--- src/tdr_pkg.sv ---
`timescale 1ns / 1ps
// ----------------------------------------------------------------------------
// tdr_pkg
// Types, opcodes and time constants shared by the time-of-day register.
// ----------------------------------------------------------------------------
package tdr_pkg;

  // Time constants.
  localparam int MINUTE_SECONDS = 60;
  localparam int HOUR_SECONDS   = 3600;
  localparam int HOURS_PER_DAY  = 24;
  localparam int DAY_SECONDS    = HOURS_PER_DAY * HOUR_SECONDS;
  localparam int MAX_HOURS      = 23;
  localparam int MAX_MINUTES    = 59;
  localparam int MAX_SECONDS    = 59;

  // Widths of a time of day in seconds and of a signed difference.
  localparam int TOD_W  = 17;
  localparam int DIFF_W = 18;

  // Day folding: a multiple of a day that lifts every signed operand above zero,
  // and a reciprocal of the odd part of the day length.
  localparam longint FOLD_OFFSET =
      ((longint'(1) << 31) / DAY_SECONDS + 1) * DAY_SECONDS;
  localparam int     DAY_LOW_BITS    = 7;
  localparam int     DAY_ODD         = DAY_SECONDS >> DAY_LOW_BITS;
  localparam int     DAY_RECIP_SHIFT = 35;
  localparam longint DAY_RECIP       = (longint'(1) << DAY_RECIP_SHIFT) / DAY_ODD;

  // Reciprocals for splitting seconds into hours and minutes (rounded up).
  localparam int HOUR_LOW_BITS    = 4;
  localparam int HOUR_RECIP_SHIFT = 20;
  localparam int HOUR_RECIP =
      (1 << HOUR_RECIP_SHIFT) / (HOUR_SECONDS >> HOUR_LOW_BITS) + 1;
  localparam int MIN_RECIP_SHIFT  = 20;
  localparam int MIN_RECIP        = (1 << MIN_RECIP_SHIFT) / MINUTE_SECONDS + 1;

  // Opcodes. Codes six and seven are no-ops.
  typedef enum logic [2:0] {
    OP_SET_CHECKED = 3'd0,
    OP_SET_NORM    = 3'd1,
    OP_NEXT        = 3'd2,
    OP_PREV        = 3'd3,
    OP_SHIFT       = 3'd4,
    OP_DIFF        = 3'd5
  } op_e;

  typedef logic [TOD_W-1:0] tod_t;

  // Folded operand handed from the front end to the time register.
  typedef struct packed {
    logic [2:0] op;
    logic       fields_ok;
    tod_t       operand;
  } fold_t;

  // Time and side results handed from the time register to the splitter.
  typedef struct packed {
    tod_t                     total;
    logic signed [DIFF_W-1:0] diff;
    logic                     bad;
  } core_t;

endpackage

--- src/tdr_fold.sv ---
`timescale 1ns / 1ps
// ----------------------------------------------------------------------------
// tdr_fold
// Input register and front end: combines the fields into seconds, picks the
// shift offset where needed and folds the value into one day in three stages.
// ----------------------------------------------------------------------------
module tdr_fold (
  input  logic                clk_i,
  input  logic                rst_ni,
  input  logic                in_valid_i,
  output logic                in_stall_o,
  input  logic [2:0]          opcode_i,
  input  logic signed [15:0]  hours_in_i,
  input  logic signed [15:0]  minutes_in_i,
  input  logic signed [15:0]  seconds_in_i,
  input  logic signed [31:0]  shift_seconds_i,
  output logic                fold_valid_o,
  output tdr_pkg::fold_t      fold_o,
  input  logic                fold_rdy_i
);
  import tdr_pkg::*;

  logic                s0_v_q, s1_v_q, s2_v_q, s3_v_q;
  logic                adv0, adv1, adv2, adv3;
  logic [2:0]          s0_op_q, s1_op_q, s2_op_q;
  logic signed [15:0]  s0_hrs_q, s0_min_q, s0_sec_q;
  logic signed [31:0]  s0_shift_q;
  logic                s1_ok_q, s2_ok_q;
  logic [32:0]         s1_u_q, s2_u_q;
  logic [TOD_W-1:0]    s2_q_q;
  logic signed [27:0]  given;
  logic signed [32:0]  fold_src;
  logic                fields_ok;
  logic [32:0]         s1_u_d;
  logic [51:0]         day_prod;
  logic [TOD_W-1:0]    s2_q_d;
  logic [32:0]         q_day;
  logic [32:0]         rem;
  fold_t               s3_d, s3_q;

  // Each stage moves when it is empty or its successor moves.
  assign adv3       = !s3_v_q || fold_rdy_i;
  assign adv2       = !s2_v_q || adv3;
  assign adv1       = !s1_v_q || adv2;
  assign adv0       = !s0_v_q || adv1;
  assign in_stall_o = !adv0;

  // Stage 1: fields to seconds, range check and offset into positive range.
  assign given = 28'(s0_hrs_q) * 28'(HOUR_SECONDS)
               + 28'(s0_min_q) * 28'(MINUTE_SECONDS)
               + 28'(s0_sec_q);
  assign fold_src  = (s0_op_q == OP_SHIFT) ? 33'(s0_shift_q) : 33'(given);
  assign s1_u_d    = 33'(fold_src + 33'(FOLD_OFFSET));
  assign fields_ok = !s0_hrs_q[15] && (s0_hrs_q <= 16'(MAX_HOURS))
                  && !s0_min_q[15] && (s0_min_q <= 16'(MAX_MINUTES))
                  && !s0_sec_q[15] && (s0_sec_q <= 16'(MAX_SECONDS));

  // Stage 2: day count estimate by reciprocal, low or exact by one.
  assign day_prod = 52'(s1_u_q[32:DAY_LOW_BITS]) * 52'(DAY_RECIP);
  assign s2_q_d   = TOD_W'(day_prod >> DAY_RECIP_SHIFT);

  // Stage 3: remainder with a single correcting subtract.
  assign q_day = 33'(34'(s2_q_q) * 34'(DAY_SECONDS));
  assign rem   = s2_u_q - q_day;

  always_comb begin
    s3_d.op        = s2_op_q;
    s3_d.fields_ok = s2_ok_q;
    if (rem >= 33'(DAY_SECONDS)) begin
      s3_d.operand = TOD_W'(rem - 33'(DAY_SECONDS));
    end else begin
      s3_d.operand = TOD_W'(rem);
    end
  end

  // Stage valid bits.
  always_ff @(posedge clk_i or negedge rst_ni) begin
    if (!rst_ni) begin
      s0_v_q <= 1'b0;
      s1_v_q <= 1'b0;
      s2_v_q <= 1'b0;
      s3_v_q <= 1'b0;
    end else begin
      if (adv0) s0_v_q <= in_valid_i;
      if (adv1) s1_v_q <= s0_v_q;
      if (adv2) s2_v_q <= s1_v_q;
      if (adv3) s3_v_q <= s2_v_q;
    end
  end

  // Stage payloads.
  always_ff @(posedge clk_i) begin
    if (adv0 && in_valid_i) begin
      s0_op_q    <= opcode_i;
      s0_hrs_q   <= hours_in_i;
      s0_min_q   <= minutes_in_i;
      s0_sec_q   <= seconds_in_i;
      s0_shift_q <= shift_seconds_i;
    end
    if (adv1 && s0_v_q) begin
      s1_op_q <= s0_op_q;
      s1_ok_q <= fields_ok;
      s1_u_q  <= s1_u_d;
    end
    if (adv2 && s1_v_q) begin
      s2_op_q <= s1_op_q;
      s2_ok_q <= s1_ok_q;
      s2_u_q  <= s1_u_q;
      s2_q_q  <= s2_q_d;
    end
    if (adv3 && s2_v_q) begin
      s3_q <= s3_d;
    end
  end

  assign fold_valid_o = s3_v_q;
  assign fold_o       = s3_q;

endmodule

--- src/tdr_core.sv ---
`timescale 1ns / 1ps
// ----------------------------------------------------------------------------
// tdr_core
// Time register in seconds of the day. Loads set values, applies steps and
// shifts to the stored time by one add and a wrap; also forms differences.
// ----------------------------------------------------------------------------
module tdr_core (
  input  logic            clk_i,
  input  logic            rst_ni,
  input  logic            fold_valid_i,
  input  tdr_pkg::fold_t  fold_i,
  output logic            fold_rdy_o,
  output logic            core_valid_o,
  output tdr_pkg::core_t  core_o,
  input  logic            core_rdy_i
);
  import tdr_pkg::*;

  tod_t         total_q, total_d;
  tod_t         addend;
  tod_t         wrapped;
  logic [TOD_W:0] sum;
  logic         v_q;
  logic         adv, take;
  core_t        res_d, res_q;

  assign adv        = !v_q || core_rdy_i;
  assign take       = adv && fold_valid_i;
  assign fold_rdy_o = adv;

  // Step and shift share one modular adder.
  always_comb begin
    unique case (fold_i.op)
      OP_NEXT: addend = TOD_W'(1);
      OP_PREV: addend = TOD_W'(DAY_SECONDS - 1);
      default: addend = fold_i.operand;
    endcase
  end

  assign sum     = (TOD_W+1)'(total_q) + (TOD_W+1)'(addend);
  assign wrapped = (sum >= (TOD_W+1)'(DAY_SECONDS)) ?
                   TOD_W'(sum - (TOD_W+1)'(DAY_SECONDS)) : TOD_W'(sum);

  // Opcode decode.
  always_comb begin
    total_d = total_q;
    res_d.diff = '0;
    res_d.bad  = 1'b0;
    unique case (fold_i.op)
      OP_SET_CHECKED: begin
        if (fold_i.fields_ok) begin
          total_d = fold_i.operand;
        end else begin
          res_d.bad = 1'b1;
        end
      end
      OP_SET_NORM: total_d = fold_i.operand;
      OP_NEXT, OP_PREV, OP_SHIFT: total_d = wrapped;
      OP_DIFF: begin
        res_d.diff = $signed({1'b0, total_q}) - $signed({1'b0, fold_i.operand});
      end
      default: begin
      end
    endcase
    res_d.total = total_d;
  end

  // Stored time and output stage valid.
  always_ff @(posedge clk_i or negedge rst_ni) begin
    if (!rst_ni) begin
      total_q <= '0;
      v_q     <= 1'b0;
    end else begin
      if (take) total_q <= total_d;
      if (adv)  v_q     <= fold_valid_i;
    end
  end

  always_ff @(posedge clk_i) begin
    if (take) res_q <= res_d;
  end

  assign core_valid_o = v_q;
  assign core_o       = res_q;

endmodule

--- src/tdr_split.sv ---
`timescale 1ns / 1ps
// ----------------------------------------------------------------------------
// tdr_split
// Splits seconds of the day into hours, minutes and seconds by reciprocal
// multiplication over four stages; the last stage is the result register.
// ----------------------------------------------------------------------------
module tdr_split (
  input  logic                clk_i,
  input  logic                rst_ni,
  input  logic                core_valid_i,
  input  tdr_pkg::core_t      core_i,
  output logic                core_rdy_o,
  output logic                out_valid_o,
  input  logic                out_stall_i,
  output logic [4:0]          hours_out_o,
  output logic [5:0]          minutes_out_o,
  output logic [5:0]          seconds_out_o,
  output logic signed [17:0]  difference_o,
  output logic                invalid_time_o
);
  import tdr_pkg::*;

  logic               s5_v_q, s6_v_q, s7_v_q, s8_v_q;
  logic               adv5, adv6, adv7, adv8;
  tod_t               s5_total_q;
  logic [4:0]         s5_hrs_q, s6_hrs_q, s7_hrs_q, s8_hrs_q;
  logic [11:0]        s6_rem_q, s7_rem_q;
  logic [5:0]         s7_min_q, s8_min_q, s8_sec_q;
  logic signed [DIFF_W-1:0] s5_diff_q, s6_diff_q, s7_diff_q, s8_diff_q;
  logic               s5_bad_q, s6_bad_q, s7_bad_q, s8_bad_q;
  logic [25:0]        hrs_prod;
  logic [26:0]        min_prod;
  logic [11:0]        rem_d;
  logic [5:0]         sec_d;

  assign adv8       = !s8_v_q || !out_stall_i;
  assign adv7       = !s7_v_q || adv8;
  assign adv6       = !s6_v_q || adv7;
  assign adv5       = !s5_v_q || adv6;
  assign core_rdy_o = adv5;

  // Hours from the upper bits of the time by reciprocal.
  assign hrs_prod = 26'(core_i.total[TOD_W-1:HOUR_LOW_BITS]) * 26'(HOUR_RECIP);
  // Seconds within the hour.
  assign rem_d    = 12'(s5_total_q - TOD_W'(32'(s5_hrs_q) * 32'(HOUR_SECONDS)));
  // Minutes within the hour by reciprocal.
  assign min_prod = 27'(s6_rem_q) * 27'(MIN_RECIP);
  // Seconds within the minute.
  assign sec_d    = 6'(s7_rem_q - 12'(s7_min_q) * 12'(MINUTE_SECONDS));

  // Stage valid bits.
  always_ff @(posedge clk_i or negedge rst_ni) begin
    if (!rst_ni) begin
      s5_v_q <= 1'b0;
      s6_v_q <= 1'b0;
      s7_v_q <= 1'b0;
      s8_v_q <= 1'b0;
    end else begin
      if (adv5) s5_v_q <= core_valid_i;
      if (adv6) s6_v_q <= s5_v_q;
      if (adv7) s7_v_q <= s6_v_q;
      if (adv8) s8_v_q <= s7_v_q;
    end
  end

  // Stage payloads.
  always_ff @(posedge clk_i) begin
    if (adv5 && core_valid_i) begin
      s5_total_q <= core_i.total;
      s5_hrs_q   <= 5'(hrs_prod >> HOUR_RECIP_SHIFT);
      s5_diff_q  <= core_i.diff;
      s5_bad_q   <= core_i.bad;
    end
    if (adv6 && s5_v_q) begin
      s6_hrs_q  <= s5_hrs_q;
      s6_rem_q  <= rem_d;
      s6_diff_q <= s5_diff_q;
      s6_bad_q  <= s5_bad_q;
    end
    if (adv7 && s6_v_q) begin
      s7_hrs_q  <= s6_hrs_q;
      s7_rem_q  <= s6_rem_q;
      s7_min_q  <= 6'(min_prod >> MIN_RECIP_SHIFT);
      s7_diff_q <= s6_diff_q;
      s7_bad_q  <= s6_bad_q;
    end
    if (adv8 && s7_v_q) begin
      s8_hrs_q  <= s7_hrs_q;
      s8_min_q  <= s7_min_q;
      s8_sec_q  <= sec_d;
      s8_diff_q <= s7_diff_q;
      s8_bad_q  <= s7_bad_q;
    end
  end

  assign out_valid_o    = s8_v_q;
  assign hours_out_o    = s8_hrs_q;
  assign minutes_out_o  = s8_min_q;
  assign seconds_out_o  = s8_sec_q;
  assign difference_o   = s8_diff_q;
  assign invalid_time_o = s8_bad_q;

endmodule

--- src/time_of_day_register.sv ---
`timescale 1ns / 1ps
// A result is shown for each accepted beat, one result per beat, in order.
// Throughput: one beat per cycle unless out_stall_i backs up the pipeline;
// the stored time is updated by one modular add in a single stage, so
// back-to-back operations need no spacing.
// Reset clears all stage valid bits and sets the time to 00:00:00.
// ----------------------------------------------------------------------------
// time_of_day_register
// 24-hour time-of-day register with checked and folded set, one-second steps,
// signed shift and a difference report, as a nine-stage pipeline.
// ----------------------------------------------------------------------------
module time_of_day_register (
  input  logic                clk_i,
  input  logic                rst_ni,
  input  logic                in_valid_i,
  output logic                in_stall_o,
  input  logic [2:0]          opcode_i,
  input  logic signed [15:0]  hours_in_i,
  input  logic signed [15:0]  minutes_in_i,
  input  logic signed [15:0]  seconds_in_i,
  input  logic signed [31:0]  shift_seconds_i,
  output logic                out_valid_o,
  input  logic                out_stall_i,
  output logic [4:0]          hours_out_o,
  output logic [5:0]          minutes_out_o,
  output logic [5:0]          seconds_out_o,
  output logic signed [17:0]  difference_o,
  output logic                invalid_time_o
);
  import tdr_pkg::*;

  logic  fold_valid, fold_rdy;
  fold_t fold;
  logic  core_valid, core_rdy;
  core_t core;

  // Input register and day folding of the operand.
  tdr_fold u_fold (
    .clk_i           (clk_i),
    .rst_ni          (rst_ni),
    .in_valid_i      (in_valid_i),
    .in_stall_o      (in_stall_o),
    .opcode_i        (opcode_i),
    .hours_in_i      (hours_in_i),
    .minutes_in_i    (minutes_in_i),
    .seconds_in_i    (seconds_in_i),
    .shift_seconds_i (shift_seconds_i),
    .fold_valid_o    (fold_valid),
    .fold_o          (fold),
    .fold_rdy_i      (fold_rdy)
  );

  // Stored time and opcode execution.
  tdr_core u_core (
    .clk_i        (clk_i),
    .rst_ni       (rst_ni),
    .fold_valid_i (fold_valid),
    .fold_i       (fold),
    .fold_rdy_o   (fold_rdy),
    .core_valid_o (core_valid),
    .core_o       (core),
    .core_rdy_i   (core_rdy)
  );

  // Conversion to hours, minutes and seconds and result register.
  tdr_split u_split (
    .clk_i          (clk_i),
    .rst_ni         (rst_ni),
    .core_valid_i   (core_valid),
    .core_i         (core),
    .core_rdy_o     (core_rdy),
    .out_valid_o    (out_valid_o),
    .out_stall_i    (out_stall_i),
    .hours_out_o    (hours_out_o),
    .minutes_out_o  (minutes_out_o),
    .seconds_out_o  (seconds_out_o),
    .difference_o   (difference_o),
    .invalid_time_o (invalid_time_o)
  );

endmodule

--- config.mk ---
export PLATFORM = sky130hd
export DESIGN_NAME = time_of_day_register
export DESIGN_NICKNAME = d
export VERILOG_FILES = /design/src/tdr_pkg.sv /design/src/tdr_fold.sv /design/src/tdr_core.sv /design/src/tdr_split.sv /design/src/time_of_day_register.sv
export SDC_FILE = /design/constraint.sdc
export NUM_CORES = 2
export LEC_CHECK = 0
export ABC_CLOCK_PERIOD_IN_PS = 8840
export BUFFER_PORTS_ARGS = -buffer_cell sky130_fd_sc_hd__buf_2
export CAP_MARGIN = 20
export CORE_MARGIN = 4
export CORE_UTILIZATION = 45
export CTS_CLUSTER_DIAMETER = 100
export DETAILED_ROUTE_END_ITERATION = 7
export PLACE_DENSITY = 0.62
export SYNTH_ARGS = -nofsm -noshare
export SYNTH_HDL_FRONTEND = slang
export SYNTH_HIERARCHICAL = 1
export SYNTH_SLANG_ARGS = --single-unit
--- constraint.sdc ---
create_clock -name clk_i -period 8.84 [get_ports clk_i]
set_clock_uncertainty 0.15 [all_clocks]
set_input_delay 2.21 -clock clk_i [delete_from_list [all_inputs] [get_ports clk_i]]
set_output_delay 2.21 -clock clk_i [all_outputs]
set_load 0.03 [all_outputs]
**Yosys cells after proc, flatten, opt, wreduce, memory -nomap -nowiden**

Index checks and enable logic that the tools add are counted.

- Register bits: 401
- Output and inout port bits: 38
- Logic and storage cells: 121

- Add/sub/neg operators: 10
- $mul: 8
- Magnitude comparators: 5
- Equal/unequal tests: 6
- Muxes and demuxes: 7
- Reductions and logical operators: 39

Operator list:

| operator | count |
|---|---|
| 2-to-1 mux 17 bit | 3 |
| one-hot mux 17 bit (3 select lines) | 1 |
| multiplier 26 x 24 -> 50 bit (second input constant) | 1 |
| one-hot mux 17 bit (2 select lines) | 1 |
| subtractor 17 bit (second input constant) | 2 |
| adder 33 bit (second input constant) | 1 |
| >= comparator 33 x 17 -> 1 bit (second input constant) | 1 |
| 2-to-1 mux 33 bit | 1 |
| subtractor 33 bit | 1 |
| <= comparator 16 x 7 -> 1 bit (second input constant) | 2 |
| adder 28 x 16 -> 28 bit | 1 |
| adder 28 bit | 1 |
| multiplier 12 x 15 -> 26 bit (second input constant) | 1 |
| multiplier 17 x 10 -> 26 bit (second input constant) | 1 |
| multiplier 13 x 13 -> 25 bit (second input constant) | 1 |
| multiplier 16 x 9 -> 24 bit (second input constant) | 1 |
| multiplier 16 x 5 -> 21 bit (second input constant) | 1 |
| adder 17 x 17 -> 18 bit | 1 |
| >= comparator 18 x 17 -> 1 bit (second input constant) | 1 |
| subtractor 17 x 17 -> 18 bit | 1 |
| <= comparator 16 x 6 -> 1 bit (second input constant) | 1 |
| logical AND 1 bit | 14 |
| zero test 1 bit | 14 |
| subtractor 12 bit | 1 |
| other kinds (10) | 21 |

**Logic depth before layout (Yosys ltp)**

- Depth after elaboration: 11
- Mapped depth: 32
- Mapped depth without buffers: 32

**By module**

The synthesis kept the hierarchy.

Modules (own cells, without submodules):

| module | instances | cells each | area an instance (um^2) | seq. area each (um^2) |
|---|---|---|---|---|
| tdr_fold | 1 | 2,454 | 26,182.6 | 5,955.7 |
| tdr_split | 1 | 600 | 8,719.6 | 4,424.2 |
| tdr_core | 1 | 463 | 4,185.3 | 1,531.5 |

**Worst setup path after synthesis**

OpenSTA, ideal clock, no wires.

- Kind: register -> register
- From: reg u_fold.s0_hrs_q[2]
- To: reg u_fold.s1_u_q[31], data pin
- Library setup time: 256 ps
- Data arrival time: 6,706 ps
- Path slack: 1,728 ps
- Stages on the path, launching flop included: 31
- Buffers on the path: 0
- Cell sequence: edfxtp_1 -> ha_1 -> inv_1 -> fa_1 -> inv_1 -> fa_1 -> ha_1 -> ha_1 -> a21o_1 -> a21oi_1 -> o21bai_1 -> a21oi_1 -> nor2_1 -> o21a_1 -> o31a_1 -> nor2_1 -> xor2_1 -> fa_1 -> inv_1 -> ha_1 -> a31oi_1 -> nor2b_1 -> a221oi_1 -> nor2_1 -> o311a_1 -> nor3_1 -> nor4_2 -> o22ai_1 -> nor4b_2 -> xnor2_1 -> o22a_1

- Word-level cells in the longest chain between the ends: 5

Ends and longest elaborated chain:

| item | line | source |
|---|---|---|
| start, declared | tdr_fold.sv:26 | `logic signed [15:0] s0_hrs_q, s0_min_q, s0_sec_q;` |
| start signal, assigned | tdr_fold.sv:95 | `s0_hrs_q <= hours_in_i;` |
| multiplier 16 x 9 -> 24 bit | tdr_fold.sv:49 | `assign given = 28'(s0_hrs_q) * 28'(HOUR_SECONDS)` |
| adder 28 bit | tdr_fold.sv:50 | `+ 28'(s0_min_q) * 28'(MINUTE_SECONDS)` |
| adder 28 x 16 -> 28 bit | tdr_fold.sv:51 | `+ 28'(s0_sec_q);` |
| 2-to-1 mux 33 bit | tdr_fold.sv:52 | `assign fold_src = (s0_op_q == OP_SHIFT) ? 33'(s0_shift_q) : 33'(given);` |
| adder 33 bit | tdr_fold.sv:53 | `assign s1_u_d = 33'(fold_src + 33'(FOLD_OFFSET));` |
| via u_fold.s1_u_d[31] | tdr_fold.sv:34 | `logic [32:0] s1_u_d;` |
| end signal, assigned | tdr_fold.sv:103 | `s1_u_q <= s1_u_d;` |
| end, declared | tdr_fold.sv:29 | `logic [32:0] s1_u_q, s2_u_q;` |

The timed path passes the listed nets, and every way through them passes these cells.
A chain may end at the register's enable or synchronous reset.

**Worst setup path in the final report**

- From: reg u_fold.s0_min_q[2]
- To: reg u_fold.s1_u_q[31], data pin

- Word-level cells in the longest chain between the ends: 5

Ends and longest elaborated chain:

| item | line | source |
|---|---|---|
| start, declared | tdr_fold.sv:26 |  |
| start signal, assigned | tdr_fold.sv:96 | `s0_min_q <= minutes_in_i;` |
| multiplier 16 x 5 -> 21 bit | tdr_fold.sv:50 |  |
| adder 28 bit | tdr_fold.sv:50 |  |
| adder 28 x 16 -> 28 bit | tdr_fold.sv:51 |  |
| 2-to-1 mux 33 bit | tdr_fold.sv:52 |  |
| adder 33 bit | tdr_fold.sv:53 |  |
| via u_fold.s1_u_d[31] | tdr_fold.sv:34 |  |

The timed path passes the listed nets, and every way through them passes these cells.

==> run_results.csv <==
group,metric,value,unit
synthesis,synth_area_leaders,"edfxtp_1 29%, ha_1 24%, fa_1 17%, inv_1 6.3%, xnor2_1 2.6%",
worst_setup_path,required,9040,ps
synthesis,synth_cells,3517,
timing,worst_slew_pin_slew,1002,ps
drt,first_pass_iters,5,
synthesis,synthTopCellsByCount,"756 x ha_1, 657 x inv_1, 375 x edfxtp_1, 323 x fa_1, 149 x a21oi_1",
floorplan,die_h,302.7,um
worst_setup_path,slowest_delay,610,ps
cts,cts_buffer_depth,3,
layout,fin_nets,4852,
drt,vias,25330,
layout,antenna_cells,0,
placement,place_congestion,0.8778,
synthesis,synth_area,39090,sq um
synthesis,ys_seq_area_frac,0.3047,
timing,setup_tns,0,ps
global_routing,overflow,0,
synthesis,synth_compound_area_frac,0.09866,
timing,rsz0062_at_grt,"false",
synthesis,syn_area_per_cell,11.11,sq um
floorplan,initial_core_util,0.4562,
cts,clkTransAtPathRegs,60,ps
global_routing,grt_pass1_wl,133900,um
synthesis,synth-simple-area-share,0.07465,
synthesis,synth_most_common_cell,"ha_1",
synthesis,ys.warnings.count,6,
worst_setup_path,start_kind,"flop",
synthesis,synth_top_family_by_area,"adder cells",
timing,slew_headroom,0.3314,
layout,fill_cells,7802,
global_routing,antenna_found_initial,0,
synthesis,synth-async-reset-ratio,0.06484,
synthesis,synth-main-ff-cell,"edfxtp_1",
timing,min_period,7860,ps
timing,fmax,127.2,MHz
drt,ant_nets,0,
global_routing,grt_max_degree,67,
timing,drv_slew,0,
worst_setup_path,crit_type,"reg2reg",
floorplan,floorplan.rows,107,
worst_setup_path,reg2reg_to,"u_fold/s1_u_q[31]$_DFFE_PP_",
hold_path,hold_class,"reg2reg",
timing,post-route-period-util,0.8891,
floorplan,io_pins,125,
cts,cts_inserted_buffers,46,
synthesis,yosys_register_bits,401,
timing,setup_viol,0,
global_routing,use_met1,0.2511,
worst_setup_path,cp-end-kind,"flop",
cts,clkSinkCount,401,
worst_setup_path,r2r-start,"u_fold/s0_min_q[2]$_DFFE_PP_",
drt,route.detailed.drc,0,
worst_setup_path,path_max_fanout,7,
drt,wl,81060,um
synthesis,synth_mux_area_frac,0.005282,
floorplan,dieArea,91640,sq um
worst_setup_path,arrival,8050,ps
synthesis,synth_cell_types,99,
floorplan,core,85680,sq um
cts,cts_root_buf,"clkbuf_16",
cts,cts_tree,"built",
synthesis,synth-xor-area-share,0.04321,
global_routing,met3_usage,0.02440,
outcome,status,"completed",
synthesis,synth_area_leader_cell,"edfxtp_1",
global_routing,grt_pass1_vias,26120,
cts,post-cts-setup-buffer-count,0,
run,maxCapViolations,0,
synthesis,synth_fa_ha_area_frac,0.4074,
global_routing,grt_use_total,0.1823,
layout,area_growth_syn_to_layout,9.485,%
placement,numPortBuffers,124,
layout,drive_gt1_frac,0.07626,
global_routing,busiest_layer,"met2",
drt,post_drt_wl_per_cell,16.65,um
worst_setup_path,r2r_setup_slack,980,ps
worst_setup_path,r2r_cells,29,
hold_path,hold_depth,0,
global_routing,grtUsageMet2,0.3103,
timing,hold_violations,0,
floorplan,fp.dieW,302.7,um
cts,h-tree-depth,2,
cts,clkLatencyLatePin,610,ps
worst_setup_path,cp-endpoint,"u_fold/s1_u_q[31]$_DFFE_PP_",
synthesis,synth_edf_count,375,
cts,cts_resized,0,
worst_setup_path,setup.worst_path.start,"u_fold/s0_min_q[2]$_DFFE_PP_",
placement,dp_hpwl,66220,um
synthesis,syn-num-nets,4683,
drt,drt_iter0_drc,1308,
synthesis,synth_top_area_frac,0.2881,
cts,ctsHoldBuffers,0,
drt,routed_via_density,5.203,
worst_setup_path,slowest_stage,"o22ai_1",
[sequential cells by signal, indices dropped and copies added, names as in the netlist, 6 cells and up]
signal                 flops
u_split/s7_diff_q         18
u_core/core_o             36
u_fold/s2_q_q             17
u_fold/fold_o             21
u_split/s7_min_q           6
u_fold/s1_u_q             33
u_split/s6_rem_q          12
u_split/seconds_out_o      6
u_split/s6_diff_q         18
u_fold/s0_sec_q           16
u_core/total_q            17
u_fold/s2_u_q             33
u_fold/s0_min_q           16
u_fold/s0_hrs_q           16
u_fold/s0_shift_q         32
u_split/s7_rem_q           6
u_split/s5_diff_q         18
u_split/minutes_out_o      6
u_split/s5_total_q        12
u_split/difference_o      18
[metrics by stage]
step / std cells / instance area [sq um] / worst slack [ps] / utilization / hold WS (ps)
after CTS: 4866 / 42760 / 1023 / 0.4991 / 268.4
after floorplan: 3517 / 39090 / 1728 / - / 250.3
after detailed placement: 4780 / 41220 / 1097 / 0.4811 / 254.5
after global placement: 4780 / 41220 / 1207 / 0.4811 / 250.8
after global routing: 4868 / 42790 / 422.4 / 0.4995 / 273.4
final: 4868 / 42790 / 980.1 / 0.4995 / 267.1
[metal layers]
| layer | routed length, um | share of wire |
|---|---|---|
| met5 | 0 | 0 |
| met3 | 3426 | 0.042 |
| met1 | 37610 | 0.46 |
| met4 | 1403 | 0.017 |
| met2 | 38620 | 0.48 |
[cell families (layout without fill, tap and decap cells)]
logic type / after synthesis / after routing
flip-flops: 401 / 401
AND/OR/NAND/NOR: 563 / 563
adder cells (fa/ha/maj): 1079 / 1079
AO/OA/AOI/OAI: 576 / 576
multiplexers: 20 / 20
buffers and inverters: 686 / 893
XOR/XNOR: 192 / 192
[cell usage in the layout, fill, tap and decap left out, types with 26 or more instances in the layout]
| master | Yosys | routed |
|---|---|---|
| a21o_1 | 55 | 55 |
| a21oi_1 | 149 | 149 |
| buf_2 | 5 | 124 |
| clkbuf_16 | 0 | 46 |
| dfrtp_1 | 26 | 26 |
| edfxtp_1 | 375 | 375 |
| fa_1 | 323 | 323 |
| ha_1 | 756 | 756 |
| inv_1 | 657 | 657 |
| nand2_1 | 131 | 131 |
| nand2b_1 | 46 | 46 |
| nand3_1 | 44 | 44 |
| nor2_1 | 120 | 120 |
| nor3_1 | 49 | 48 |
| o21a_1 | 30 | 30 |
| o21ai_0 | 94 | 94 |
| o21ai_1 | 32 | 32 |
| xnor2_1 | 117 | 117 |
| xor2_1 | 74 | 74 |
[final cells by class]
class | count | area (sq um) | area share
clock buffer | 56 | 1199 | 0.02801
timing repair buffer | 149 | 828.3 | 0.01936
sequential | 401 | 11910 | 0.2783
multi-input combinational | 2430 | 24620 | 0.5753
inverter | 658 | 2470 | 0.05771
tap | 1144 | 1431 | 0.03345
clock inverter | 30 | 336.6 | 0.007865
[critical path, delay by kind of cell (launching register included)]
kind	cells	cell delay, ps
XOR/XNOR	2	300
AND/OR/NAND/NOR	7	940
adder cells (fa/ha/maj)	6	2530
buffers and inverters	3	140
flip-flops	1	440
AO/OA/AOI/OAI	11	3100
[how the worst min path moves through the flow]
stage	start	end	slack (ps)
after floorplan	u_fold/s2_ok_q$_DFFE_PP_	u_fold/fold_o[17]$_DFFE_PP_	250
after global placement	u_split/s5_diff_q[15]$_DFFE_PP_	u_split/s6_diff_q[15]$_DFFE_PP_	250
after detailed placement	u_fold/s1_op_q[0]$_DFFE_PP_	u_fold/s2_op_q[0]$_DFFE_PP_	250
after CTS	u_split/s5_diff_q[17]$_DFFE_PP_	u_split/s6_diff_q[17]$_DFFE_PP_	270
after global routing	u_fold/s1_u_q[4]$_DFFE_PP_	u_fold/s2_u_q[4]$_DFFE_PP_	270
final	u_split/s5_total_q[3]$_DFFE_PP_	u_split/s6_rem_q[3]$_DFFE_PP_	270
Power is not shown: default switching activity piles up to over one toggle a cycle in this logic, so the estimate is an artifact.
